### config.mk
export PLATFORM = sky130hd
export DESIGN_NAME = linear_crossfade_mixer_top
export DESIGN_NICKNAME = d
export VERILOG_FILES = /design/src/hw/rtl/lcm_pkg.sv /design/src/hw/rtl/lcm_ctrl.sv /design/src/hw/rtl/lcm_datapath.sv /design/src/hw/rtl/linear_crossfade_mixer_top.sv
export SDC_FILE = /design/constraint.sdc
export NUM_CORES = 1
export LEC_CHECK = 0
export BUFFER_PORTS_ARGS = -buffer_cell sky130_fd_sc_hd__clkbuf_2
export CAP_MARGIN = 25
export CELL_PAD_IN_SITES_DETAIL_PLACEMENT = 0
export CELL_PAD_IN_SITES_GLOBAL_PLACEMENT = 1
export CORE_ASPECT_RATIO = 1.75
export CORE_MARGIN = 2
export CORE_UTILIZATION = 50
export CTS_CLUSTER_DIAMETER = 150
export CTS_CLUSTER_SIZE = 16
export DETAILED_ROUTE_END_ITERATION = 12
export GPL_ROUTABILITY_DRIVEN = 0
export GPL_TIMING_DRIVEN = 0
export HOLD_SLACK_MARGIN = 0.02
export PLACE_DENSITY_LB_ADDON = 0.1
export SLEW_MARGIN = 20
export SYNTH_ARGS = -nofsm -noshare
export SYNTH_HDL_FRONTEND = slang
export SYNTH_HIERARCHICAL = 1
export SYNTH_SLANG_ARGS = --single-unit
### constraint.sdc
create_clock -name clock -period 12.3 [get_ports clock]
set_input_delay 1.23 -clock clock [delete_from_list [all_inputs] [get_ports clock]]
set_output_delay 1.23 -clock clock [all_outputs]
set_load 0.01 [all_outputs]
### src/hw/rtl/lcm_pkg.sv
// Package for the linear crossfade mixer: constants, register indexes, FSM states
// and the command/status structs shared by the controller and the datapath.
// No dependencies.
package lcm_pkg;

   // Default width of the fade position counter.
   localparam int INDEX_WIDTH_DEFAULT = 24;

   // Fixed field widths.
   localparam int SAMPLE_W  = 16;
   localparam int LENGTH_W  = 24;
   localparam int SCALED_W  = 17;
   localparam int PRODUCT_W = 26;

   // Gain arithmetic: gains lie in 0..256 and take nine quotient bits.
   localparam int GAIN_W      = 9;
   localparam int GAIN_SHIFT  = 8;
   localparam int ROUND_HALF  = 128;
   localparam int DIV_STEPS   = 9;
   localparam int DIV_CNT_W   = 4;

   // Configuration port.
   localparam int CSR_INDEX_W = 2;
   localparam int CSR_DATA_W  = 24;
   localparam logic [CSR_INDEX_W-1:0] REG_SAMPLE_MODE = 2'd0;
   localparam logic [CSR_INDEX_W-1:0] REG_MIX_LENGTH  = 2'd1;

   // Sample modes.
   localparam logic MODE_BYTE_AVERAGE = 1'b0;
   localparam logic MODE_WORD_SUM     = 1'b1;

   // Reset values of the registers.
   localparam logic                MODE_RESET   = MODE_WORD_SUM;
   localparam logic [LENGTH_W-1:0] LENGTH_RESET = 24'd1;

   // Controller states.
   typedef enum logic [3:0] {
      ST_IDLE,
      ST_RISE_INIT,
      ST_RISE_DIV,
      ST_FALL_INIT,
      ST_FALL_DIV,
      ST_MUL_RISE,
      ST_MUL_FALL,
      ST_SCALE,
      ST_MIX
   } ctl_state_type;

   // Commands from the controller to the datapath.
   typedef struct packed {
      logic load;        // capture a new transaction
      logic div_init;    // load the divider with a dividend and divisor
      logic div_fall;    // divider works on the fade-out gain
      logic div_step;    // one restoring division step
      logic gain_save;   // store the finished quotient as a gain
      logic mul_rise;    // multiply the rising sample by its gain
      logic mul_fall;    // scale the rising product, multiply the falling one
      logic scale_fall;  // scale the falling product
      logic mix;         // combine, load the result and advance the index
   } lcm_cmd_type;

   // Status from the datapath to the controller.
   typedef struct packed {
      logic div_last;    // the divider is on its final step
   } lcm_status_type;

endpackage

### src/hw/rtl/lcm_ctrl.sv
// Controller of the linear crossfade mixer: sequences one transaction through the
// gain divider, the multiplier and the mix stage. Depends on lcm_pkg.
module lcm_ctrl (
   input  logic                   clock,
   input  logic                   reset,
   input  logic                   req_valid,
   output logic                   req_stall,
   output logic                   rsp_valid,
   input  logic                   rsp_stall,
   input  lcm_pkg::lcm_status_type status,
   output lcm_pkg::lcm_cmd_type    cmd
);

   lcm_pkg::ctl_state_type state_ff, state_in;
   logic rsp_valid_ff, rsp_valid_in;
   logic out_free;

   // The result register can take a new value when empty or being drained.
   assign out_free  = !rsp_valid_ff || !rsp_stall;
   assign req_stall = (state_ff != lcm_pkg::ST_IDLE);
   assign rsp_valid = rsp_valid_ff;

   // Next state.
   always_comb begin
      state_in = state_ff;
      unique case (state_ff)
         lcm_pkg::ST_IDLE: begin
            if (req_valid) state_in = lcm_pkg::ST_RISE_INIT;
         end
         lcm_pkg::ST_RISE_INIT: state_in = lcm_pkg::ST_RISE_DIV;
         lcm_pkg::ST_RISE_DIV: begin
            if (status.div_last) state_in = lcm_pkg::ST_FALL_INIT;
         end
         lcm_pkg::ST_FALL_INIT: state_in = lcm_pkg::ST_FALL_DIV;
         lcm_pkg::ST_FALL_DIV: begin
            if (status.div_last) state_in = lcm_pkg::ST_MUL_RISE;
         end
         lcm_pkg::ST_MUL_RISE: state_in = lcm_pkg::ST_MUL_FALL;
         lcm_pkg::ST_MUL_FALL: state_in = lcm_pkg::ST_SCALE;
         lcm_pkg::ST_SCALE:    state_in = lcm_pkg::ST_MIX;
         lcm_pkg::ST_MIX: begin
            if (out_free) state_in = lcm_pkg::ST_IDLE;
         end
         default: state_in = lcm_pkg::ST_IDLE;
      endcase
   end

   // Commands and the result valid flag.
   always_comb begin
      cmd          = '0;
      rsp_valid_in = rsp_valid_ff && rsp_stall;
      unique case (state_ff)
         lcm_pkg::ST_IDLE:      cmd.load = req_valid;
         lcm_pkg::ST_RISE_INIT: cmd.div_init = 1'b1;
         lcm_pkg::ST_RISE_DIV: begin
            cmd.div_step  = 1'b1;
            cmd.gain_save = status.div_last;
         end
         lcm_pkg::ST_FALL_INIT: begin
            cmd.div_init = 1'b1;
            cmd.div_fall = 1'b1;
         end
         lcm_pkg::ST_FALL_DIV: begin
            cmd.div_fall  = 1'b1;
            cmd.div_step  = 1'b1;
            cmd.gain_save = status.div_last;
         end
         lcm_pkg::ST_MUL_RISE: cmd.mul_rise = 1'b1;
         lcm_pkg::ST_MUL_FALL: cmd.mul_fall = 1'b1;
         lcm_pkg::ST_SCALE:    cmd.scale_fall = 1'b1;
         lcm_pkg::ST_MIX: begin
            if (out_free) begin
               cmd.mix      = 1'b1;
               rsp_valid_in = 1'b1;
            end
         end
         default: cmd = '0;
      endcase
   end

   // State and valid registers.
   always_ff @(posedge clock) begin
      if (reset) begin
         state_ff     <= lcm_pkg::ST_IDLE;
         rsp_valid_ff <= 1'b0;
      end else begin
         state_ff     <= state_in;
         rsp_valid_ff <= rsp_valid_in;
      end
   end

   // A new transaction is taken only from idle, so the block is busy right after it.
   a_busy_after_accept: assert property (@(posedge clock) disable iff (reset)
      req_valid && !req_stall |=> req_stall)
      else $error("controller accepted a transaction and did not go busy");

   // A result is never loaded over one that is still stalled.
   a_no_overwrite: assert property (@(posedge clock) disable iff (reset)
      cmd.mix |-> !(rsp_valid && rsp_stall))
      else $error("result register overwritten while stalled");

   // A stalled result stays offered until it is taken.
   a_rsp_hold: assert property (@(posedge clock) disable iff (reset)
      rsp_valid && rsp_stall |=> rsp_valid)
      else $error("result withdrawn while stalled");

endmodule

### src/hw/rtl/lcm_datapath.sv
// Datapath of the linear crossfade mixer: configuration registers, fade index,
// serial gain divider, shared multiplier, mix and result register. Depends on lcm_pkg.
module lcm_datapath #(
   parameter int INDEX_WIDTH = lcm_pkg::INDEX_WIDTH_DEFAULT
) (
   input  logic                                 clock,
   input  logic                                 reset,
   input  logic                                 csr_write_en,
   input  logic [lcm_pkg::CSR_INDEX_W-1:0]      csr_index,
   input  logic [lcm_pkg::CSR_DATA_W-1:0]       csr_wdata,
   input  logic signed [lcm_pkg::SAMPLE_W-1:0]  req_rising_sample,
   input  logic signed [lcm_pkg::SAMPLE_W-1:0]  req_falling_sample,
   output logic signed [lcm_pkg::SAMPLE_W-1:0]  rsp_mixed_sample,
   output logic                                 rsp_last_of_fade,
   input  lcm_pkg::lcm_cmd_type                 cmd,
   output lcm_pkg::lcm_status_type              status
);

   localparam int NW     = INDEX_WIDTH + 1;
   localparam int CALC_W = (NW > lcm_pkg::LENGTH_W) ? NW : lcm_pkg::LENGTH_W;
   localparam int RW     = INDEX_WIDTH + 11;
   localparam int SW     = lcm_pkg::SAMPLE_W;

   // Floor of (product + 128) / 256, kept to the scaled width.
   function automatic logic signed [lcm_pkg::SCALED_W-1:0] scale_product(
      input logic signed [lcm_pkg::PRODUCT_W-1:0] p);
      logic signed [lcm_pkg::PRODUCT_W-1:0] shifted;
      shifted = (p + lcm_pkg::PRODUCT_W'(lcm_pkg::ROUND_HALF)) >>> lcm_pkg::GAIN_SHIFT;
      return shifted[lcm_pkg::SCALED_W-1:0];
   endfunction

   // Configuration and fade position.
   logic                          mode_ff;
   logic [lcm_pkg::LENGTH_W-1:0]  length_ff;
   logic [INDEX_WIDTH-1:0]        fade_index_ff, fade_index_in;

   // Per-transaction operands.
   logic [NW-1:0]                 n_ff, n_in;
   logic [INDEX_WIDTH-1:0]        k_ff, k_in;
   logic                          last_ff, last_in;
   logic signed [SW-1:0]          s_rise_ff, s_fall_ff, s_rise_in, s_fall_in;

   // Divider.
   logic [RW-1:0]                 rem_ff, rem_in, dvs_ff, dvs_in;
   logic [RW-1:0]                 dividend_rise, dividend_fall;
   logic [lcm_pkg::GAIN_W-1:0]    q_ff, q_in;
   logic [lcm_pkg::DIV_CNT_W-1:0] cnt_ff, cnt_in;
   logic                          q_bit;
   logic [lcm_pkg::GAIN_W-1:0]    g_rise_ff, g_fall_ff;

   // Multiplier and mix.
   logic signed [lcm_pkg::PRODUCT_W-1:0] prod_ff, prod_in;
   logic signed [SW-1:0]                 mul_s;
   logic [lcm_pkg::GAIN_W-1:0]           mul_g;
   logic signed [lcm_pkg::SCALED_W-1:0]  a_ff, b_ff;
   logic signed [lcm_pkg::SCALED_W:0]    sum;
   logic signed [lcm_pkg::SCALED_W:0]    half;
   logic signed [SW-1:0]                 mixed_in, mixed_ff;
   logic                                 last_out_ff;

   // Clamp the length to 1..2^INDEX_WIDTH and the index below the length.
   logic [CALC_W-1:0] len_ext;
   logic [CALC_W-1:0] len_limit;
   logic [CALC_W-1:0] n_calc;
   logic [NW-1:0]     n_minus_one;
   always_comb begin
      len_ext   = CALC_W'(length_ff);
      len_limit = CALC_W'(1) << INDEX_WIDTH;
      if (len_ext == '0) begin
         n_calc = CALC_W'(1);
      end else if (len_ext > len_limit) begin
         n_calc = len_limit;
      end else begin
         n_calc = len_ext;
      end
      n_in        = n_calc[NW-1:0];
      n_minus_one = n_in - NW'(1);
      if ({1'b0, fade_index_ff} >= n_in) begin
         k_in = n_minus_one[INDEX_WIDTH-1:0];
      end else begin
         k_in = fade_index_ff;
      end
      last_in = ({1'b0, k_in} == n_minus_one);
   end

   // In byte mode only the low byte of each sample counts, read as signed.
   always_comb begin
      if (mode_ff == lcm_pkg::MODE_BYTE_AVERAGE) begin
         s_rise_in = SW'($signed(req_rising_sample[7:0]));
         s_fall_in = SW'($signed(req_falling_sample[7:0]));
      end else begin
         s_rise_in = req_rising_sample;
         s_fall_in = req_falling_sample;
      end
   end

   // Gain = (512*num + n) / (2*n), with num = k or n - k.
   logic [NW-1:0] n_minus_k;
   always_comb begin
      n_minus_k     = n_ff - {1'b0, k_ff};
      dividend_rise = (RW'(k_ff) << lcm_pkg::GAIN_W) + RW'(n_ff);
      dividend_fall = (RW'(n_minus_k) << lcm_pkg::GAIN_W) + RW'(n_ff);
   end

   // Restoring division, one quotient bit per step from the top.
   always_comb begin
      q_bit  = (rem_ff >= dvs_ff);
      rem_in = rem_ff;
      dvs_in = dvs_ff;
      q_in   = {q_ff[lcm_pkg::GAIN_W-2:0], q_bit};
      cnt_in = cnt_ff;
      if (cmd.div_init) begin
         rem_in = cmd.div_fall ? dividend_fall : dividend_rise;
         dvs_in = RW'(n_ff) << lcm_pkg::GAIN_W;
         cnt_in = '0;
      end else if (cmd.div_step) begin
         if (q_bit) rem_in = rem_ff - dvs_ff;
         dvs_in = dvs_ff >> 1;
         cnt_in = cnt_ff + lcm_pkg::DIV_CNT_W'(1);
      end
   end

   assign status.div_last = (cnt_ff == lcm_pkg::DIV_CNT_W'(lcm_pkg::DIV_STEPS - 1));

   // One shared multiplier: rising sample first, falling sample next.
   always_comb begin
      mul_s   = cmd.mul_fall ? s_fall_ff : s_rise_ff;
      mul_g   = cmd.mul_fall ? g_fall_ff : g_rise_ff;
      prod_in = $signed({{(lcm_pkg::PRODUCT_W - SW){mul_s[SW-1]}}, mul_s})
              * $signed({{(lcm_pkg::PRODUCT_W - lcm_pkg::GAIN_W){1'b0}}, mul_g});
   end

   // Average toward zero in byte mode, saturating sum in word mode.
   always_comb begin
      sum  = {a_ff[lcm_pkg::SCALED_W-1], a_ff} + {b_ff[lcm_pkg::SCALED_W-1], b_ff};
      half = sum[lcm_pkg::SCALED_W] ? ((sum + (lcm_pkg::SCALED_W + 1)'(1)) >>> 1)
                                    : (sum >>> 1);
      if (mode_ff == lcm_pkg::MODE_BYTE_AVERAGE) begin
         mixed_in = half[SW-1:0];
      end else if (sum > 18'sd32767) begin
         mixed_in = 16'sh7FFF;
      end else if (sum < -18'sd32768) begin
         mixed_in = 16'sh8000;
      end else begin
         mixed_in = sum[SW-1:0];
      end
   end

   // The index wraps to zero after the final pair of the fade.
   assign fade_index_in = last_ff ? '0 : (k_ff + INDEX_WIDTH'(1));

   // Control registers: configuration, fade position and divider step count.
   always_ff @(posedge clock) begin
      if (reset) begin
         mode_ff       <= lcm_pkg::MODE_RESET;
         length_ff     <= lcm_pkg::LENGTH_RESET;
         fade_index_ff <= '0;
         cnt_ff        <= '0;
      end else begin
         if (csr_write_en && csr_index == lcm_pkg::REG_SAMPLE_MODE) begin
            mode_ff <= csr_wdata[0];
         end
         if (csr_write_en && csr_index == lcm_pkg::REG_MIX_LENGTH) begin
            length_ff <= csr_wdata[lcm_pkg::LENGTH_W-1:0];
         end
         if (cmd.mix) fade_index_ff <= fade_index_in;
         cnt_ff <= cnt_in;
      end
   end

   // Payload registers.
   always_ff @(posedge clock) begin
      if (cmd.load) begin
         n_ff      <= n_in;
         k_ff      <= k_in;
         last_ff   <= last_in;
         s_rise_ff <= s_rise_in;
         s_fall_ff <= s_fall_in;
      end
      rem_ff <= rem_in;
      dvs_ff <= dvs_in;
      if (cmd.div_init) begin
         q_ff <= '0;
      end else if (cmd.div_step) begin
         q_ff <= q_in;
      end
      if (cmd.gain_save) begin
         if (cmd.div_fall) g_fall_ff <= q_in;
         else              g_rise_ff <= q_in;
      end
      if (cmd.mul_rise || cmd.mul_fall) prod_ff <= prod_in;
      if (cmd.mul_fall)   a_ff <= scale_product(prod_ff);
      if (cmd.scale_fall) b_ff <= scale_product(prod_ff);
      if (cmd.mix) begin
         mixed_ff    <= mixed_in;
         last_out_ff <= last_ff;
      end
   end

   assign rsp_mixed_sample = mixed_ff;
   assign rsp_last_of_fade = last_out_ff;

   // The captured index always lies below the captured length.
   a_index_in_range: assert property (@(posedge clock) disable iff (reset)
      cmd.load |=> ({1'b0, k_ff} < n_ff))
      else $error("fade index not clamped below the fade length");

   // A finished gain never exceeds unity.
   a_gain_bound: assert property (@(posedge clock) disable iff (reset)
      cmd.mul_rise |-> (g_rise_ff <= 9'd256) && (g_fall_ff <= 9'd256))
      else $error("gain above 256");

   // The last pair of a fade returns the index to zero.
   a_wrap_on_last: assert property (@(posedge clock) disable iff (reset)
      cmd.mix && last_ff |=> fade_index_ff == '0)
      else $error("fade index did not wrap after the last pair");

endmodule

### src/hw/rtl/linear_crossfade_mixer_top.sv
// Linear crossfade mixer, top level: controller plus datapath.
// Each transaction passes through two 9-step gain divisions, the shared multiplier
// and the mix stage, which waits while a stalled result still holds its register.
// The input is taken only while idle; a finished result waits in its own register.
// Reset (synchronous): fade index 0, sample_mode 1, mix_length 1, no result pending.
module linear_crossfade_mixer_top #(
   parameter int INDEX_WIDTH = lcm_pkg::INDEX_WIDTH_DEFAULT
) (
   input  logic                                 clock,
   input  logic                                 reset,
   input  logic                                 csr_write_en,
   input  logic [lcm_pkg::CSR_INDEX_W-1:0]      csr_index,
   input  logic [lcm_pkg::CSR_DATA_W-1:0]       csr_wdata,
   input  logic                                 req_valid,
   output logic                                 req_stall,
   input  logic signed [lcm_pkg::SAMPLE_W-1:0]  req_rising_sample,
   input  logic signed [lcm_pkg::SAMPLE_W-1:0]  req_falling_sample,
   output logic                                 rsp_valid,
   input  logic                                 rsp_stall,
   output logic signed [lcm_pkg::SAMPLE_W-1:0]  rsp_mixed_sample,
   output logic                                 rsp_last_of_fade
);

   lcm_pkg::lcm_cmd_type    cmd;
   lcm_pkg::lcm_status_type status;

   // Sequencing of one transaction.
   lcm_ctrl u_ctrl (
      .clock     (clock),
      .reset     (reset),
      .req_valid (req_valid),
      .req_stall (req_stall),
      .rsp_valid (rsp_valid),
      .rsp_stall (rsp_stall),
      .status    (status),
      .cmd       (cmd)
   );

   // Arithmetic and state.
   lcm_datapath #(
      .INDEX_WIDTH (INDEX_WIDTH)
   ) u_datapath (
      .clock              (clock),
      .reset              (reset),
      .csr_write_en       (csr_write_en),
      .csr_index          (csr_index),
      .csr_wdata          (csr_wdata),
      .req_rising_sample  (req_rising_sample),
      .req_falling_sample (req_falling_sample),
      .rsp_mixed_sample   (rsp_mixed_sample),
      .rsp_last_of_fade   (rsp_last_of_fade),
      .cmd                (cmd),
      .status             (status)
   );

endmodule
==> results.sh, run 1 <==
export IMPL_synthMuxAreaShare_pct=3.73
export IMPL_hold_viol=0
export IMPL_avgRoutedWirePerCell_um=21.2
export IMPL_synth_area_um2=24600
export IMPL_run_status="finished, final reports clean"
export IMPL_yosys_area_top_type="edfxtp_1"
export IMPL_clock_sinks=302
export IMPL_synthAdderAreaFrac_pct=19.4
export IMPL_cts_made_buffers=22
export IMPL_post_cts_resized=0
export IMPL_grt_first_pass_wirelength_um=110000
export IMPL_syn_area_per_cell_um2=9.29
export IMPL_crit_fanout=10
export IMPL_synth_seq_cells=302
export IMPL_clock_root_buffer="clkbuf_16"
export IMPL_postCtsHoldBufs=0
export IMPL_io_buffers=81
export IMPL_synth_nets=3025
export IMPL_relSlewSlack_pct=29.7
export IMPL_num_vias=19400
export IMPL_synth_top_family_by_area="adder cells"
export IMPL_critPathLaunchType="flip-flop"
export IMPL_setup_tns_ps=0
export IMPL_postCtsSetupBuffers=0
export IMPL_drc=0
export IMPL_ys_seq_area_share_pct=33.8
export IMPL_drt_iter0_drc=975
export IMPL_slew_viol_final=0
export IMPL_synth_xor_area_share_pct=7.57
export IMPL_utilization_pct=54.6
export IMPL_overflow=0
export IMPL_yosysWarnings=6
export IMPL_core_um2=48700
export IMPL_synth_edff_count=227
export IMPL_netlist_instances=2653
export IMPL_track_usage_pct=28.6
export IMPL_ant_nets=0
export IMPL_arrival_ps=10100
export IMPL_synth_distinct_cells=87
export IMPL_leakage_nw=11.0
export IMPL_die_area_um2=51100
export IMPL_areaGrowthSynthToFinish_pct=8.04
export IMPL_synth_top_flop_cell="edfxtp_1"
export IMPL_worst_slack_ps=2490
export IMPL_drive_gt1_share_pct=7.12
export IMPL_synth_area_leaders="edfxtp_1 (28%), fa_1 (10%), ha_1 (9.4%)"
export IMPL_yosys_area_share_simple_pct=15.6
export IMPL_synth_compound_area_share_pct=13.9
export IMPL_detail_route_first_pass_iterations=7
export IMPL_fin_crit_sh_pct=79.7
export IMPL_setup_violations=0
export IMPL_ys_async_sr_fraction_pct=0
export IMPL_die_width_um=172
export IMPL_chipHeight_um=298
export IMPL_grt_max_degree=46
export IMPL_hold_class="flip-flop to flip-flop"
export IMPL_io_pins=82
export IMPL_tightest_slew_ps=1040
export IMPL_clk_latency_ps=570
export IMPL_start_util_pct=50.6
export IMPL_num_antenna_cells=0
export IMPL_first_global_vias=20300
export IMPL_endpoint_kind="flip-flop"
export IMPL_rows=107
export IMPL_clock_fmax_ghz=0.102
export IMPL_clk_pin_slew_ps=80
export IMPL_maxCapViolations=0
export IMPL_place_ws_ps=2510
export IMPL_cp_required_ps=12590
export IMPL_rsz0062_at_grt="false"
export IMPL_vias_per_cell=5.66
export IMPL_htreeDepth=1
export IMPL_min_period_ps=9810
export IMPL_design_area_um2=26600
export IMPL_dpl_hpwl_um=60200
export IMPL_ir_worst_vdd_mv=0.187
export IMPL_postRouteWirelength_um=72800
export IMPL_place_area_um2=26000
export IMPL_cts_tree="built"
export IMPL_p_per_area_nw_per_um2=221
export IMPL_grt_antenna_before_repair=1
export IMPL_clockBufferDepth=3
export IMPL_yosysTopAreaCellShare_pct=27.7
export IMPL_finClkSkew_ps=18.3
export IMPL_crit_type="flip-flop to flip-flop"
export IMPL_nets=3137
## cells in the mapped netlist (38+ instances only)
master and count:
nor2_1 245, edfxtp_1 227, xor2_1 54, mux2_2 38
fa_1 123, nand2_1 282, nand3_1 44, inv_1 274
xnor2_1 159, nor3_1 40, nor2b_1 44, a21oi_1 166
clkbuf_1 92, a21o_1 48, ha_1 186, mux2i_1 49
dfxtp_1 75, o21ai_0 109
## layout make-up
cell class / count / area, um^2
clock inverters: 1 / 3.75
fillers: 4584 / 22100
repair buffers: 88 / 500
well taps: 654 / 818
flip-flops and latches: 302 / 8320
clock buffers: 37 / 628
multi-input cells: 1965 / 14900
inverters: 274 / 1030
plain buffers: 112 / 452
## per-layer routing
layer	part of all wire [%]	global-route usage (%)	vias to the layer above
li1	-	-	9399
met1	32	25.1	9316
met2	56	56.1	477
met3	2.7	2.56	243
met4	10	24.0	0
met5	0	0	-
## cell families after synthesis
group | after synthesis
xor gates and xnor gates | 213
adders and majority gates | 309
muxes | 87
AOI/OAI and AO/OA | 532
DFF | 302
buffers and inverters | 386
and+or+nand+nor | 824
## placed cells by master, fill, tap and decap left out, types with 9 or more instances in the layout
cell type / synthesis / layout
xor2_1: 54 / 54
buf_1: 12 / 12
and3_1: 16 / 15
o22ai_1: 14 / 14
or2_2: 12 / 12
a21oi_1: 166 / 165
ha_1: 186 / 186
nand2b_1: 26 / 26
nand3_1: 44 / 44
a211o_1: 10 / 10
o31ai_1: 12 / 12
a21o_1: 48 / 48
nand4_1: 26 / 26
nor2_1: 245 / 244
nand2_1: 282 / 281
o31a_1: 9 / 9
nor4_1: 16 / 16
nor3_1: 40 / 38
mux2_2: 38 / 38
o211ai_1: 12 / 12
nand3b_1: 10 / 10
clkbuf_1: 92 / 106
inv_1: 274 / 274
o21a_1: 30 / 30
a22o_1: 9 / 9
or3_1: 11 / 11
xnor2_1: 159 / 159
and2_1: 11 / 11
mux2i_1: 49 / 49
nor2b_1: 44 / 44
edfxtp_1: 227 / 227
clkbuf_2: 0 / 82
clkbuf_16: 0 / 23
o21ai_0: 109 / 109
fa_1: 123 / 123
a211oi_1: 30 / 30
dfxtp_1: 75 / 75
## power breakdown
part           switching, mW  internal [mW]  total (mW)
clock network          0.368          0.347       0.715
logic                   2.12           1.53        3.65
registers             0.0946           1.43        1.52
total                   2.58           3.30        5.88
## worst max-delay path, stage by stage, from the launching register on
cell and delay, ps:
dfxtp_1 340, buf_2 210, nand2_1 140, nor3_2 600, buf_4 320, buf_4 210, buf_1 490, clkbuf_1 600
buf_1 820, mux2i_1 780, nor2_1 140, fa_1 620, fa_1 450, fa_1 520, fa_1 570, inv_1 60
fa_1 530, inv_1 50, ha_1 330, and2_1 140, o311ai_1 140, a32oi_1 430, a41oi_1 250, o311a_1 420
nand2b_1 120, a21oi_1 90, xnor2_1 160
## through the flow
step           power [mW]  hold WS (ps)  cells
2_1_floorplan        4.25           425   2653
3_3_place_gp         5.12           432   3388
3_5_place_dp         5.18           448   3394
4_1_cts              5.92           469   3432
5_1_grt              6.37           482   3433
6_report             5.88           466   3433
## flip-flops by register name, indices dropped and copies added (netlist names), 4 cells and up
signal	cells
u_datapath/rem_ff	35
u_datapath/dvs_ff	33
u_datapath/fade_index_ff	24
u_datapath/k_ff	24
u_datapath/length_ff	24
u_datapath/n_ff	24
u_datapath/prod_ff	18
u_datapath/a_ff	17
u_datapath/b_ff	17
u_datapath/rsp_mixed_sample	16
u_datapath/s_fall_ff	16
u_datapath/s_rise_ff	16
u_datapath/g_fall_ff	9
u_datapath/g_rise_ff	9
u_datapath/q_ff	8
u_ctrl/state_ff	4
u_datapath/cnt_ff	4
## worst paths after layout
path,startpoint,end,slack (ps),cells after the start
max,u_ctrl/state_ff[2]$_SDFFE_PP0P_,u_datapath/prod_ff[23]$_DFFE_PP_,2490,26
min,u_datapath/q_ff[7]$_SDFFE_PP0P_,u_datapath/g_fall_ff[8]$_DFFE_PP_,470,0
max reg2reg,u_ctrl/state_ff[2]$_SDFFE_PP0P_,u_datapath/prod_ff[23]$_DFFE_PP_,2490,26
min reg2reg,u_datapath/q_ff[7]$_SDFFE_PP0P_,u_datapath/g_fall_ff[8]$_DFFE_PP_,470,0
Note: power is estimated with default switching activity, not from simulation.
==> run 2, diff against run 1 <==
--- a/config.mk
+++ b/config.mk
@@ -5,13 +5,14 @@
 export SDC_FILE = /design/constraint.sdc
 export NUM_CORES = 1
 export LEC_CHECK = 0
+export ABC_AREA = 1
 export BUFFER_PORTS_ARGS = -buffer_cell sky130_fd_sc_hd__clkbuf_2
 export CAP_MARGIN = 25
 export CELL_PAD_IN_SITES_DETAIL_PLACEMENT = 0
 export CELL_PAD_IN_SITES_GLOBAL_PLACEMENT = 1
 export CORE_ASPECT_RATIO = 1.75
 export CORE_MARGIN = 2
-export CORE_UTILIZATION = 50
+export CORE_UTILIZATION = 48
 export CTS_CLUSTER_DIAMETER = 150
 export CTS_CLUSTER_SIZE = 16
 export DETAILED_ROUTE_END_ITERATION = 12
==> constraint.sdc (replaced) <==
create_clock -name clock -period 9.85 [get_ports clock]
set_input_delay 0.985 -clock clock [delete_from_list [all_inputs] [get_ports clock]]
set_output_delay 0.985 -clock clock [all_outputs]
set_load 0.01 [all_outputs]
==> run 2 against run 1 <==
- clock power grew 26%
- global-route usage up 5.4 points
- first-iteration DRC count is 71% higher
- synthesized area increased by 5.7%
- via count up 23%
- utilization decreased by 2.5 points
- power grew 41%
- largest cell class unchanged
==> results.sh, run 2 <==
export IMPL_die_width_um=180
export IMPL_synth_distinct_cells=60
export IMPL_arrival_ps=7880
export IMPL_hold_viol=0
export IMPL_seq_area_um2=8320
export IMPL_setup_tns_ps=0
export IMPL_crit_type="flip-flop to flip-flop"
export IMPL_clk_latency_ps=560
export IMPL_drive_gt1_share_pct=6.61
export IMPL_run_status="finished, final reports clean"
export IMPL_critPathLaunchType="flip-flop"
export IMPL_rows=113
export IMPL_maxCapViolations=0
export IMPL_chipHeight_um=312
export IMPL_dp_cells=4215
export IMPL_num_vias=23800
export IMPL_p_clk_share_pct=10.9
export IMPL_ant_nets=0
export IMPL_grt_antenna_before_repair=1
export IMPL_syn_area_per_cell_um2=7.59
export IMPL_clockBufferDepth=3
export IMPL_clock_fmax_ghz=0.132
export IMPL_critical_path_max_stage_delay_ps=560
export IMPL_cts_made_buffers=22
export IMPL_p_comb_share_pct=66.1
export IMPL_swShare_pct=51.0
export IMPL_post_cts_resized=0
export IMPL_nets=3924
export IMPL_dpl_hpwl_um=78800
export IMPL_synth_xor_area_share_pct=3.58
export IMPL_leakage_nw=13.1
export IMPL_yosys_area_share_simple_pct=24.9
export IMPL_setup_violations=0
export IMPL_clock_sinks=302
export IMPL_nFillCells=5409
export IMPL_reg2reg_slack_ps=2270
export IMPL_hold_class="flip-flop to flip-flop"
export IMPL_synth_edff_count=227
export IMPL_io_pins=82
export IMPL_power_internal_mw=4.07
export IMPL_grt_first_pass_wirelength_um=142000
export IMPL_vias_per_cell=5.59
export IMPL_synth_area_leaders="edfxtp_1 (26%), nand2_1 (12%), fa_1 (9.5%)"
export IMPL_synth_top_flop_cell="edfxtp_1"
export IMPL_cts_tree="built"
export IMPL_ys_seq_area_share_pct=31.9
export IMPL_postRouteWirelength_um=95100
export IMPL_synth_compound_area_share_pct=11.7
export IMPL_htreeDepth=1
export IMPL_largest_reg_flops=35
export IMPL_cp_required_ps=10150
export IMPL_utilization_pct=52.2
export IMPL_worst_path_max_delay_cell="fa_1"
export IMPL_top_regs="u_datapath/rem_ff: 35 flops, u_datapath/dvs_ff: 33 flops"
export IMPL_total_power_mw=8.30
export IMPL_ys_async_sr_fraction_pct=0
export IMPL_drt_iter0_drc=1668
export IMPL_synth_nets=3803
export IMPL_avgRoutedWirePerCell_um=22.3
export IMPL_relSlewSlack_pct=27.5
export IMPL_drc=0
export IMPL_place_area_um2=27500
export IMPL_core_um2=54000
export IMPL_tightest_slew_ps=1080
export IMPL_netlist_instances=3431
export IMPL_areaGrowthSynthToFinish_pct=8.17
export IMPL_fin_crit_sh_pct=77.0
export IMPL_rsz0062_at_grt="false"
export IMPL_synthMuxAreaShare_pct=0.115
export IMPL_postCtsHoldBufs=0
export IMPL_clock_root_buffer="clkbuf_16"
export IMPL_design_area_um2=28200
export IMPL_yosysTopAreaCellShare_pct=26.2
export IMPL_track_usage_pct=34.0
export IMPL_multiInputGateArea_um2=15300
export IMPL_synth_seq_cells=302
export IMPL_most_common_layout_cells="nand2_1 (814), inv_1 (547), nor2_1 (325)"
export IMPL_ir_worst_vdd_mv=0.247
export IMPL_top_register="u_datapath/rem_ff"
export IMPL_grt_max_degree=33
export IMPL_cpMostUsedCell="inv_1"
export IMPL_first_global_vias=24800
export IMPL_start_util_pct=48.2
export IMPL_endpoint_kind="flip-flop"
export IMPL_min_period_ps=7580
export IMPL_yosysMostFrequentCell="nand2_1"
export IMPL_overflow=0
export IMPL_slew_viol_final=0
export IMPL_switchingPower_mw=4.23
export IMPL_yosysWarnings=6
export IMPL_finClkSkew_ps=20.0
export IMPL_final_common_cell="nand2_1"
export IMPL_final_cells=4259
export IMPL_crit_fanout=10
export IMPL_postCtsSetupBuffers=0
export IMPL_synth_area_um2=26000
export IMPL_yosys_area_top_type="edfxtp_1"
export IMPL_detail_route_first_pass_iterations=8
export IMPL_io_buffers=81
export IMPL_seqPwrFrac_pct=23.0
export IMPL_synthAdderAreaFrac_pct=18.4
export IMPL_p_per_area_nw_per_um2=295
export IMPL_synth_common_cells="nand2_1 (815), inv_1 (547), nor2_1 (327), a21oi_1 (227), edfxtp_1 (227)"
export IMPL_clk_pin_slew_ps=80
export IMPL_die_area_um2=56200
export IMPL_synth_top_family_by_area="simple AND/OR/NAND/NOR gates"
## run 2: power by group through the flow
stage / sequential [mW] / combinational [mW] / clock (mW)
floorplan: 1.89 / 3.76 / 0
global placement: 1.95 / 5.30 / 0
detailed placement: 1.94 / 5.33 / 0
CTS: 1.91 / 5.38 / 0.918
global route: 1.92 / 6.14 / 0.962
finish: 1.91 / 5.49 / 0.902
## run 2: logic make-up after synthesis
kind of cell,Yosys count
AND/OR/NAND/NOR,1521
buffers and inverters,640
AO/OA/AOI/OAI,552
adder cells (fa/ha/maj),309
flip-flops,302
XOR/XNOR,104
multiplexers,3
## run 2: layout make-up
| class | instances | area share [%] |
|---|---|---|
| Antenna cell | 1 | 0.00888 |
| Buffer | 85 | 1.27 |
| Clock buffer | 40 | 2.31 |
| Inverter | 555 | 7.39 |
| Multi-Input combinational cell | 2489 | 54.3 |
| Sequential cell | 302 | 29.5 |
| Tap cell | 690 | 3.06 |
| Timing Repair Buffer | 97 | 2.11 |
## run 2: final timing paths
path | from | end | cells past startpoint
max | u_ctrl/state_ff[2]$_SDFFE_PP0P_ | u_datapath/prod_ff[23]$_DFFE_PP_ | 31
min | u_datapath/q_ff[5]$_SDFFE_PP0P_ | u_datapath/g_fall_ff[6]$_DFFE_PP_ | 0
max reg2reg | u_ctrl/state_ff[2]$_SDFFE_PP0P_ | u_datapath/prod_ff[23]$_DFFE_PP_ | 31
min reg2reg | u_datapath/q_ff[5]$_SDFFE_PP0P_ | u_datapath/g_fall_ff[6]$_DFFE_PP_ | 0
## run 2: stage by stage
| stage | hold slack, ps | worst slack (ps) |
|---|---|---|
| 6_report | 453 | 2270 |
| 5_1_grt | 479 | 1710 |
| 4_1_cts | 450 | 2280 |
| 3_5_place_dp | 436 | 2280 |
| 3_3_place_gp | 433 | 685 |
| 2_1_floorplan | 426 | 2420 |
## run 2: critical path: cells and delay by family (launching register included)
| family | cells | cell delay [ps] |
|---|---|---|
| fa+ha+maj | 6 | 2980 |
| buf+inv | 13 | 1960 |
| simple gates | 7 | 930 |
| compound gates | 4 | 840 |
| flops | 1 | 390 |
| xor+xnor | 1 | 170 |
## run 2: layer usage
layer / routed length (um) / GRT usage [%]
met4: 13000 / 37.4
met1: 26500 / 26.5
met5: 12 / 0
met2: 51100 / 65.5
met3: 4500 / 6.00
